## src/rtl/ssfm_pkg.sv

```systemverilog
// Shared types, constants and helper functions for the stream slowdown monitor.
// No dependencies; every other file of the block but ssfm_checker uses this package.
`default_nettype none

package ssfm_pkg;

   localparam int SUM_W      = 48;
   localparam int CNT_W      = 32;
   localparam int ALONE_W    = 32;
   localparam int TIME_W     = 48;
   localparam int STREAM_W   = 2;
   localparam int CHAN_W     = 3;
   localparam int CHIP_W     = 2;
   localparam int KIND_W     = 2;
   localparam int SLOW_W     = 64;
   localparam int FRAC_W     = 16;
   localparam int DVD_W      = SLOW_W + FRAC_W;
   localparam int FAIR_W     = 17;
   localparam int PROP_W     = 32;
   localparam int ENTRY_W    = 2 * SUM_W;

   localparam int REQ_DATA_W = 144;
   localparam int RSP_DATA_W = 184;

   localparam int DEF_NUM_STREAMS       = 4;
   localparam int DEF_NUM_CHANNELS      = 8;
   localparam int DEF_CHIPS_PER_CHANNEL = 4;

   localparam logic [KIND_W-1:0] KIND_READ  = 2'd0;
   localparam logic [KIND_W-1:0] KIND_WRITE = 2'd1;
   localparam logic              SCOPE_CHIP = 1'b1;
   localparam logic              REQ_QUERY  = 1'b1;

   localparam logic [SUM_W-1:0]  SUM_MAX  = '1;
   localparam logic [CNT_W-1:0]  CNT_MAX  = '1;
   localparam logic [FAIR_W-1:0] FAIR_ONE = 17'h10000;

   typedef enum logic [3:0] {
      ST_CLEAR,
      ST_IDLE,
      ST_DECODE,
      ST_REC_RD,
      ST_REC_WR,
      ST_Q_RD,
      ST_Q_CHK,
      ST_Q_DIV,
      ST_FAIR,
      ST_FAIR_WAIT,
      ST_PROP,
      ST_PROP_WAIT,
      ST_DONE
   } state_type;

   typedef enum logic [1:0] {
      DIV_SLOW,
      DIV_FAIR,
      DIV_PROP
   } div_sel_type;

   typedef struct packed {
      logic        clear_wr;
      logic        latch;
      logic        mem_rd;
      logic        walk_mode;
      logic        rec_wr;
      logic        walk_upd;
      logic        walk_next;
      logic        div_start;
      div_sel_type div_sel;
      logic        fair_ld;
      logic        prop_ld;
      logic        out_ld;
   } cmd_type;

   typedef struct packed {
      logic clear_last;
      logic is_query;
      logic alone_zero;
      logic walk_last;
      logic div_done;
      logic fair_direct;
      logic prop_direct;
      logic out_free;
   } status_type;

   function automatic logic [SUM_W-1:0] sat_add48(input logic [SUM_W-1:0] a,
                                                  input logic [SUM_W-1:0] b);
      logic [SUM_W:0] s;
      s = {1'b0, a} + {1'b0, b};
      return s[SUM_W] ? SUM_MAX : s[SUM_W-1:0];
   endfunction

   function automatic logic [CNT_W-1:0] sat_inc32(input logic [CNT_W-1:0] a);
      return (a == CNT_MAX) ? a : a + 1'b1;
   endfunction

endpackage

`default_nettype wire

```

## src/rtl/ssfm_ctrl.sv

```systemverilog
// Sequencer for clearing sweep, record, query walk, ratio divisions and result hand-off.
// Depends on ssfm_pkg; drives the datapath through cmd_type and reads status_type.
`default_nettype none

module ssfm_ctrl (
   input  wire logic                   clock,
   input  wire logic                   reset,
   input  wire logic                   req_tvalid,
   output logic                        req_tready,
   input  wire ssfm_pkg::status_type   status,
   output ssfm_pkg::cmd_type           cmd
);

   ssfm_pkg::state_type state_ff, state_in;

   always_ff @(posedge clock) begin
      if (reset) begin
         state_ff <= ssfm_pkg::ST_CLEAR;
      end else begin
         state_ff <= state_in;
      end
   end

   always_comb begin
      state_in = state_ff;
      case (state_ff)
         ssfm_pkg::ST_CLEAR: begin
            if (status.clear_last) state_in = ssfm_pkg::ST_IDLE;
         end
         ssfm_pkg::ST_IDLE: begin
            if (req_tvalid) state_in = ssfm_pkg::ST_DECODE;
         end
         ssfm_pkg::ST_DECODE: begin
            state_in = status.is_query ? ssfm_pkg::ST_Q_RD : ssfm_pkg::ST_REC_RD;
         end
         ssfm_pkg::ST_REC_RD: state_in = ssfm_pkg::ST_REC_WR;
         ssfm_pkg::ST_REC_WR: state_in = ssfm_pkg::ST_DONE;
         ssfm_pkg::ST_Q_RD:   state_in = ssfm_pkg::ST_Q_CHK;
         ssfm_pkg::ST_Q_CHK: begin
            if (!status.alone_zero) state_in = ssfm_pkg::ST_Q_DIV;
            else if (status.walk_last) state_in = ssfm_pkg::ST_FAIR;
            else state_in = ssfm_pkg::ST_Q_RD;
         end
         ssfm_pkg::ST_Q_DIV: begin
            if (status.div_done) begin
               state_in = status.walk_last ? ssfm_pkg::ST_FAIR : ssfm_pkg::ST_Q_RD;
            end
         end
         ssfm_pkg::ST_FAIR: begin
            state_in = status.fair_direct ? ssfm_pkg::ST_PROP : ssfm_pkg::ST_FAIR_WAIT;
         end
         ssfm_pkg::ST_FAIR_WAIT: begin
            if (status.div_done) state_in = ssfm_pkg::ST_PROP;
         end
         ssfm_pkg::ST_PROP: begin
            state_in = status.prop_direct ? ssfm_pkg::ST_DONE : ssfm_pkg::ST_PROP_WAIT;
         end
         ssfm_pkg::ST_PROP_WAIT: begin
            if (status.div_done) state_in = ssfm_pkg::ST_DONE;
         end
         ssfm_pkg::ST_DONE: begin
            if (status.out_free) state_in = ssfm_pkg::ST_IDLE;
         end
         default: state_in = ssfm_pkg::ST_IDLE;
      endcase
   end

   always_comb begin
      cmd        = '0;
      cmd.div_sel = ssfm_pkg::DIV_SLOW;
      req_tready = 1'b0;
      case (state_ff)
         ssfm_pkg::ST_CLEAR: cmd.clear_wr = 1'b1;
         ssfm_pkg::ST_IDLE: begin
            req_tready = 1'b1;
            cmd.latch  = req_tvalid;
         end
         ssfm_pkg::ST_REC_RD: cmd.mem_rd = 1'b1;
         ssfm_pkg::ST_REC_WR: cmd.rec_wr = 1'b1;
         ssfm_pkg::ST_Q_RD: begin
            cmd.walk_mode = 1'b1;
            cmd.mem_rd    = 1'b1;
         end
         ssfm_pkg::ST_Q_CHK: begin
            cmd.walk_mode = 1'b1;
            cmd.div_start = !status.alone_zero;
            cmd.walk_next = status.alone_zero && !status.walk_last;
         end
         ssfm_pkg::ST_Q_DIV: begin
            cmd.walk_mode = 1'b1;
            cmd.walk_upd  = status.div_done;
            cmd.walk_next = status.div_done && !status.walk_last;
         end
         ssfm_pkg::ST_FAIR: begin
            cmd.div_sel   = ssfm_pkg::DIV_FAIR;
            cmd.div_start = !status.fair_direct;
            cmd.fair_ld   = status.fair_direct;
         end
         ssfm_pkg::ST_FAIR_WAIT: cmd.fair_ld = status.div_done;
         ssfm_pkg::ST_PROP: begin
            cmd.div_sel   = ssfm_pkg::DIV_PROP;
            cmd.div_start = !status.prop_direct;
            cmd.prop_ld   = status.prop_direct;
         end
         ssfm_pkg::ST_PROP_WAIT: cmd.prop_ld = status.div_done;
         ssfm_pkg::ST_DONE: cmd.out_ld = status.out_free;
         default: cmd.latch = 1'b0;
      endcase
   end

endmodule

`default_nettype wire

```

## config.mk

```make
export PLATFORM = sky130hd
export DESIGN_NAME = ssfm_ctrl
export DESIGN_NICKNAME = d
export VERILOG_FILES = /design/src/rtl/ssfm_pkg.sv /design/src/rtl/ssfm_ctrl.sv
export SDC_FILE = /design/constraint.sdc
export NUM_CORES = 1
export LEC_CHECK = 0
export BUFFER_PORTS_ARGS = -buffer_cell sky130_fd_sc_hd__buf_2
export CORE_AREA = 3 3 40 42
export DETAILED_ROUTE_END_ITERATION = 8
export DIE_AREA = 0 0 43 45
export HOLD_SLACK_MARGIN = 0.08
export PLACE_DENSITY = 0.7
export SETUP_SLACK_MARGIN = 0.4
export SLEW_MARGIN = 20
export SYNTH_ARGS = -nofsm -noshare
export SYNTH_HDL_FRONTEND = slang
export SYNTH_SLANG_ARGS = --single-unit
```

## constraint.sdc

```tcl
create_clock -name clock -period 2.11 [get_ports clock]
set_input_delay 0.211 -clock clock [delete_from_list [all_inputs] [get_ports clock]]
set_output_delay 0.211 -clock clock [all_outputs]
set_load 0.005 [all_outputs]
```

==> results by group, run 1 <==
Global routing
  – Initial antenna violation count: 0
  – Grt met3 use: 1.20%
  – First-pass GRT wire length: approximately 2300 µm
  – Vias in the first global route: 520
  – Total global-route track usage: roughly 15%
  – Met2 Use GR: around a quarter
  – Global route total overflow: 0
  – Met1 Use GR: between 20% and 30%
  – Busiest grt layer: met2
  – Largest net degree at the start of global routing: 20

Placement
  – GP Congestion: about 0.85
  – HPWL after DPL: ~1100 µm
  – Pre-CTS setup slack: roughly 0.34 ns
  – Placed Area: 667 µm²
  – Buffers on Ports: 24
  – Dpl cells: 112

Worst setup path
  – Crit path largest cell delay: 0.44 ns
  – CP max FO: 17
  – CP required: about 1.9 ns
  – Buffer and inverter count on the worst path: 1
  – Worst setup SP type: flip-flop
  – Crit-path slowest cell: dfxtp_4
  – Crit-path leading delay family: flip-flops
  – Worst R2R Path Depth: 5
  – WS Path Type: reg -> out
  – Crit end category: output port
  – Worst EP arrival: approximately 1.4 ns
  – CP Depth: 4
  – Cell breakdown of the critical path: nor2b_1 > nand2_1 > o21ai_1 > buf_2

Hold path
  – Worst hold path class: in -> reg
  – Min-Delay Path Depth: 2

Routing
  – Drt pass-1 iters: 4
  – Via Count: 647
  – Starting DRT DRC Count: 14
  – Wirelength per Cell: around 13 µm
  – DRT antenna net count: 0
  – Vias/cell: roughly 5.6
  – Final wirelength: roughly 1500 µm
  – Residual DRC: 0

Power and ir drop
  – P_sw: 0.364 mW
  – P_int: slightly above 0.4 mW
  – Seq pwr share: approximately a quarter
  – Final Power: ~0.77 mW
  – Sw Share: a little under half
  – Max VDD drop: 0.000726 V
  – Pwr Density: 1090 nW/µm²
  – Combinational share of power: 63.4%
  – Pleak: about 0.32 nW
  – Clk pwr share: about an eighth

CTS
  – Root buf cell: clkbuf_4
  – CTS tree: done
  – CTS Buf Count: 3
  – Clk_lat worst skew: between 0.2 and 0.25 ns
  – H-tree depth: 1
  – Number of hold-repair buffers added at the cts stage: 0
  – CTS sink count: 4
  – Max Root-Sink Buffers: 2
  – CTS clk-pin slew, worst paths: about 0.04 ns

Yosys
  – Post-synth top flop: dfxtp_1
  – Most frequent cell after synthesis: nand2_1
  – Area contributors post-synth: dfxtp_1 (14%), nand2b_1 (5.7%), nand2_1 (5.4%), a211oi_1 (4.1%), buf_6 (4.1%)
  – Yosys top cell area share: 14.5%
  – Number of flops mapped to enable cells by yosys: 0
  – Sequential area share after synthesis: between 10% and 20%
  – Synthesized Nets: a little under 90
  – Yosys top cell by area: dfxtp_1
  – Most frequent cells after synthesis: nand2_1 (8), inv_1 (5), nand2b_1 (5), nor2_1 (5)
  – Post-Synthesis Cells: between 70 and 80
  – Count of cell types in the netlist: 39
  – Cell Area, Synth: 553 µm²
  – Warnings, synthesis: 0
  – Synthesized flop and latch total: 4
  – Synth Area per Inst: a little over 7 µm²
  – Async set-reset flop share out of synthesis: 0%

Die
  – Die width: approximately 43 µm
  – Die Y-Extent: 45 µm
  – Io pins: 25
  – Die area: 1940 µm²
  – Core region area: approximately 1300 µm²
  – Initial core utilization: a little over two fifths
  – Rows: 13

Timing
  – PnR worst setup slack: ~0.53 ns
  – Worst Clk Skew: 0.00136 ns
  – Final count of hold timing violations: 0
  – Slew HR: around three quarters
  – Slew Limit Fails: 0
  – Slew @ Worst Pin: roughly 0.4 ns
  – Period utilization: about 75%
  – Fin Setup TNS: 0 ns
  – Unrepaired setup endpoints after global routing: no
  – Hold WS: 0.197 ns
  – Post-layout min period: roughly 1.6 ns
  – Peak Freq: roughly 630 MHz
  – Finish-stage setup viols: 0

Final layout
  – Layout Area Growth over Synthesis: 28.3%
  – Layout cells sized above 1: between 30% and 40%
  – Largest registers: state_ff: 4 flops
  – N_diodes: 0
  – Final Non-Filler Cells: about 120
  – Largest register FFs: 4
  – Reg with most FFs: state_ff
  – Finished Cell Area: roughly 710 µm²
  – Nets: 113
  – Final Util: a little under three fifths

Flow run
  – MaxCap Viol Count: 0

Run status
  – Status: complete, no violations
[power groups by stage]
stage	logic (mW)	clock network, mW	registers [mW]
6_report	0.489	0.0912	0.191
4_1_cts	0.477	0.0977	0.184
3_3_place_gp	0.467	0	0.178
2_1_floorplan	0.396	0	0.130
3_5_place_dp	0.471	0	0.177
5_1_grt	0.539	0.101	0.201
[cells in the final DEF, fill, tap and decap left out, drive strengths merged, types with 2 or more instances in the layout]
cell type / instances
and2: 2
a211oi: 3
o31a: 2
inv: 5
buf: 26
a21oi: 2
clkbuf: 3
nand2b: 5
nor3: 4
nand2: 8
dfxtp: 4
nor3b: 2
nor2b: 2
o21ai: 5
nor2: 5
[kinds of logic (layout without fill, tap and decap cells)]
kind of cell,Yosys count,after routing,synth area share [%]
buf+inv,10,34,10.6
mux,1,1,1.81
xor+xnor,1,1,1.58
compound gates,23,23,33.3
simple gates,37,37,38.2
flops,4,4,14.5
[path summary, 6_finish.rpt]
kind,startpoint,end,slack [ns]
min,reset,state_ff[3],0.20
max,state_ff[3],cmd[5],0.53
min reg2reg,state_ff[2],state_ff[2],0.61
max reg2reg,state_ff[1],state_ff[3],0.59
[routing by layer]
layer,vias up,routed length (µm)
li1,335,-
met1,286,684
met2,26,689
met3,0,106
met4,0,0
met5,-,0
[worst reg2reg max path, stage by stage, from the launching register on]
cell,delay [ns]
dfxtp_1,0.32
buf_4,0.17
nand3b_1,0.15
a211oi_1,0.40
nor3_1,0.14
a311oi_2,0.24
[cell type report]
class	instances	area, µm²
well taps	15	18.8
clock buffers	3	22.5
repair buffers	26	135
multi-input cells	62	425
inverters	5	18.8
fillers	125	576
flip-flops and latches	4	88.8
[timing repair]
item	CTS	global route
gates cloned	0	0
setup endpoints to repair	5	3
buffers inserted	0	0
resized for setup	4	4
Note: power is estimated with default switching activity, not from simulation.
==> run 2, diff against run 1 <==
Settings changed: ABC_AREA set to 1, CORE_AREA 3 3 40 42 to unset, CORE_MARGIN set to 3, CORE_UTILIZATION set to 39, DIE_AREA 0 0 43 45 to unset.
Clock period 2.11 ns to 1.29 ns, I/O delays scaled along.
==> run 2 against run 1 <==
  * The run now ends with negative setup slack left
  * First-iteration DRC count grew to 2.5 times the previous value
  * Synthesized cell count grew 30%
  * Critical path depth grew 1
  * Largest cell class unchanged
  * Largest power group unchanged
==> results by group, run 2 <==
Final layout
  – Layout cells sized above 1: 61.6% (was 37.0%)
  – Final Util: 87.7% (was 55.2%)
  – N_diodes: 0 (unchanged)
  – Layout Area Growth over Synthesis: 99.5% (was 28.3%)
  – Most common cell after layout, fill and taps aside: buf_2 (unchanged)
  – Most frequent cells in the layout: buf_2 (24), nand2_1 (18), nor2_1 (12) (was buf_2 (24), nand2_1 (8), nand2b_1 (5), inv_1 (5))
  – Fillcell total: 62 (was 125)
  – Largest register FFs: 4 (unchanged)
  – Largest registers: state_ff: 4 flops (unchanged)
  – Reg with most FFs: state_ff (unchanged)
  – Nets: 151 (was 113)

Routing
  – DRT antenna net count: 0 (unchanged)
  – Final wirelength: 2470 µm (was 1480 µm)
  – Drt pass-1 iters: 4 (unchanged)
  – Via Count: 858 (was 647)
  – Residual DRC: 0 (unchanged)
  – Wirelength per Cell: 16.3 µm (was 12.9 µm)
  – Vias/cell: 5.64 (was 5.63)
  – Starting DRT DRC Count: 35 (was 14)

Global routing
  – Vias in the first global route: 701 (was 520)
  – Busiest grt layer: met2 (unchanged)
  – Total global-route track usage: 23.0% (was 15.1%)
  – Global route total overflow: 0 (unchanged)
  – First-pass GRT wire length: 3180 µm (was 2300 µm)
  – Grt met3 use: 2.15% (was 1.20%)
  – Met2 Use GR: 41.4% (was 25.1%)
  – Met1 Use GR: 27.7% (was 21.4%)
  – Largest net degree at the start of global routing: 8 (was 20)
  – Initial antenna violation count: 0 (unchanged)

CTS
  – CTS sink count: 4 (unchanged)
  – CTS clk-pin slew, worst paths: 0.04 ns (about the same)
  – H-tree depth: 1 (unchanged)
  – CTS tree: done (unchanged)
  – Root buf cell: clkbuf_4 (unchanged)
  – Max Root-Sink Buffers: 2 (unchanged)
  – Clk_lat worst skew: 0.25 ns (was 0.23 ns)
  – CTS Buf Count: 3 (unchanged)

Timing
  – Unrepaired setup endpoints after global routing: yes (was no)
  – Finish-stage setup viols: 9 (was 0)
  – Final count of hold timing violations: 0 (unchanged)
  – Slew @ Worst Pin: 0.277 ns (was 0.395 ns)
  – Slew Limit Fails: 0 (unchanged)
  – Post-layout min period: between 1.5 and 2 ns
  – Hold WS: 0.0891 ns (was 0.197 ns)
  – Worst Clk Skew: 0.00611 ns (was 0.00136 ns)
  – Peak Freq: roughly 660 MHz
  – Period utilization: 117%
  – PnR worst setup slack: -0.214 ns (was 0.532 ns)
  – Slew HR: 81.3% (was 73.4%)

Flow run
  – MaxCap Viol Count: 0 (unchanged)

Power and ir drop
  – Max VDD drop: 0.00115 V (was 0.000726 V)
  – Pleak: 0.529 nW (was 0.321 nW)
  – Pwr Density: 1900 nW/µm² (was 1090 nW/µm²)
  – Clk pwr share: 9.0% (was 11.8%)
  – P_int: 0.883 mW (was 0.408 mW)
  – Combinational share of power: 75.2% (was 63.4%)
  – P_sw: 1.04 mW (was 0.364 mW)
  – Seq pwr share: 15.8% (was 24.8%)
  – Sw Share: 54.1% (was 47.1%)

Hold path
  – Min-Delay Path Depth: 2 (unchanged)
  – Worst hold path class: in -> reg (unchanged)

Run status
  – Status: finished with violations (was complete, no violations)
  – Failing checks: negative setup slack

Yosys
  – Compound-cell area share of the yosys netlist: 10.3% (was 33.3%)
  – Synthesized Nets: 110 (was 87)
  – Post-Synth XOR/XNOR Area: 0% (was 1.58%)
  – Number of flops mapped to enable cells by yosys: 0 (unchanged)
  – Post-synth top flop: dfxtp_1 (unchanged)
  – Post-Synth Simple-Gate Area: 63.5% (was 38.2%)
  – Sequential area share after synthesis: 15.8% (was 14.5%)
  – Warnings, synthesis: 0 (unchanged)
  – Count of cell types in the netlist: 18 (was 39)
  – Async set-reset flop share out of synthesis: 0% (unchanged)
  – Yosys top cell area share: 21.4% (was 14.5%)
  – Most frequent cell after synthesis: nand2_1 (unchanged)
  – Synthesized flop and latch total: 4 (unchanged)
  – Most frequent cells after synthesis: nand2_1 (29), nor2_1 (20), inv_1 (12), nand3_1 (7), o21ai_0 (5) (was nand2_1 (8), inv_1 (5), nand2b_1 (5), nor2_1 (5))
  – Cell Area, Synth: 508 µm² (was 553 µm²)
  – Synth Area per Inst: 5.13 µm² (was 7.28 µm²)
  – Largest family of logic cells by synthesized area: simple AND/OR/NAND/NOR gates (unchanged)
  – Multiplexer share of the synthesized area: 0% (was 1.81%)
  – Adder-Cell Fraction of Synth Area: 0% (unchanged)
  – Yosys top cell by area: nand2_1 (was dfxtp_1)
  – Post-Synthesis Cells: 99 (was 76)
  – Area contributors post-synth: nand2_1 (21%), dfxtp_1 (16%), nor2_1 (15%), inv_1 (8.9%), nand3_1 (6.9%) (was dfxtp_1 (14%), nand2b_1 (5.7%), nand2_1 (5.4%), a211oi_1 (4.1%), buf_6 (4.1%))

Worst setup path
  – CP required: 1.16 ns (was 1.90 ns)
  – Crit-path slowest cell: dfxtp_4 (unchanged)
  – WS Path Type: reg -> out (unchanged)
  – Crit path largest cell delay: 0.38 ns (was 0.44 ns)
  – Crit end category: output port (unchanged)
  – Buffer and inverter count on the worst path: 2 (was 1)
  – Cell breakdown of the critical path: buf_6 > nor2_4 > nand3_2 > o31ai_1 > buf_2 (was nor2b_1 > nand2_1 > o21ai_1 > buf_2)
  – Worst EP arrival: 1.38 ns (was 1.37 ns)
  – Worst R2R Path Depth: 8 (was 5)
  – Crit-path leading delay family: flip-flops (unchanged)
  – CP Depth: 5 (was 4)
  – CP max FO: 6 (was 17)
  – Worst setup SP type: flip-flop (unchanged)

Die
  – Io pins: 25 (unchanged)
  – Core region area: 1160 µm² (was 1280 µm²)
  – Die width: 42.1 µm (was 43 µm)
  – Initial core utilization: 43.9% (was 43.0%)
  – Die area: 1770 µm² (was 1940 µm²)
  – Die Y-Extent: 42.1 µm (was 45 µm)
  – Rows: 12 (was 13)

Placement
  – Pre-CTS setup slack: 0.113 ns (was 0.335 ns)
  – GP Congestion: 0.965 (was 0.854)
  – Buffers on Ports: 24 (unchanged)
  – HPWL after DPL: 1310 µm (was 1130 µm)
==> run 2: power groups by stage <==
stage	Clock (mW)	Sequential (mW)	Combinational (mW)
finish	0.174	0.304	1.45
global route	0.178	0.312	1.55
CTS	0.163	0.306	0.920
detailed placement	0	0.292	0.733
global placement	0	0.293	0.732
floorplan	0	0.269	0.535
==> run 2: cell families after synthesis <==
family / Yosys count
AOI/OAI and AO/OA: 10
buffers and inverters: 14
DFF: 4
and+or+nand+nor: 71
==> run 2: final timing paths <==
kind              slack, ns         from           to
setup / recovery      -0.21  state_ff[1]       cmd[2]
hold / removal         0.09        reset  state_ff[1]
setup reg to reg      -0.09  state_ff[1]  state_ff[0]
hold reg to reg        0.60  state_ff[3]  state_ff[3]
==> run 2: routing by layer <==
layer / routed length [µm] / up-vias
li1: - / 399
met1: 935 / 382
met3: 223 / 6
met5: 0 / -
met4: 49 / 0
met2: 1260 / 71
==> run 2: area by class of cell <==
cell class | instances | area [µm²] | area share (%)
clock buffer | 3 | 22.5 | 2.22
multi-input combinational | 81 | 579 | 57.2
sequential | 4 | 95.1 | 9.38
inverter | 14 | 70.1 | 6.91
tap | 14 | 17.5 | 1.73
timing repair buffer | 36 | 229 | 22.6
==> run 2: what timing repair did <==
action | 4_1_cts | 5_1_grt
gates resized for setup | 18 | 37
setup endpoints to repair | 18 | 18
hold buffers | 0 | 0
pin swaps | 4 | 21
buffers inserted | 4 | 8
==> run 2: through the flow <==
stage	instance area [µm²]	power [mW]	setup TNS [ns]	cells
floorplan	551	0.804	0	99
global placement	688	1.03	0	137
detailed placement	688	1.02	0	137
CTS	803	1.39	-0.274	144
global route	1010	2.04	-1.49	152
finish	1010	1.92	-0.968	152
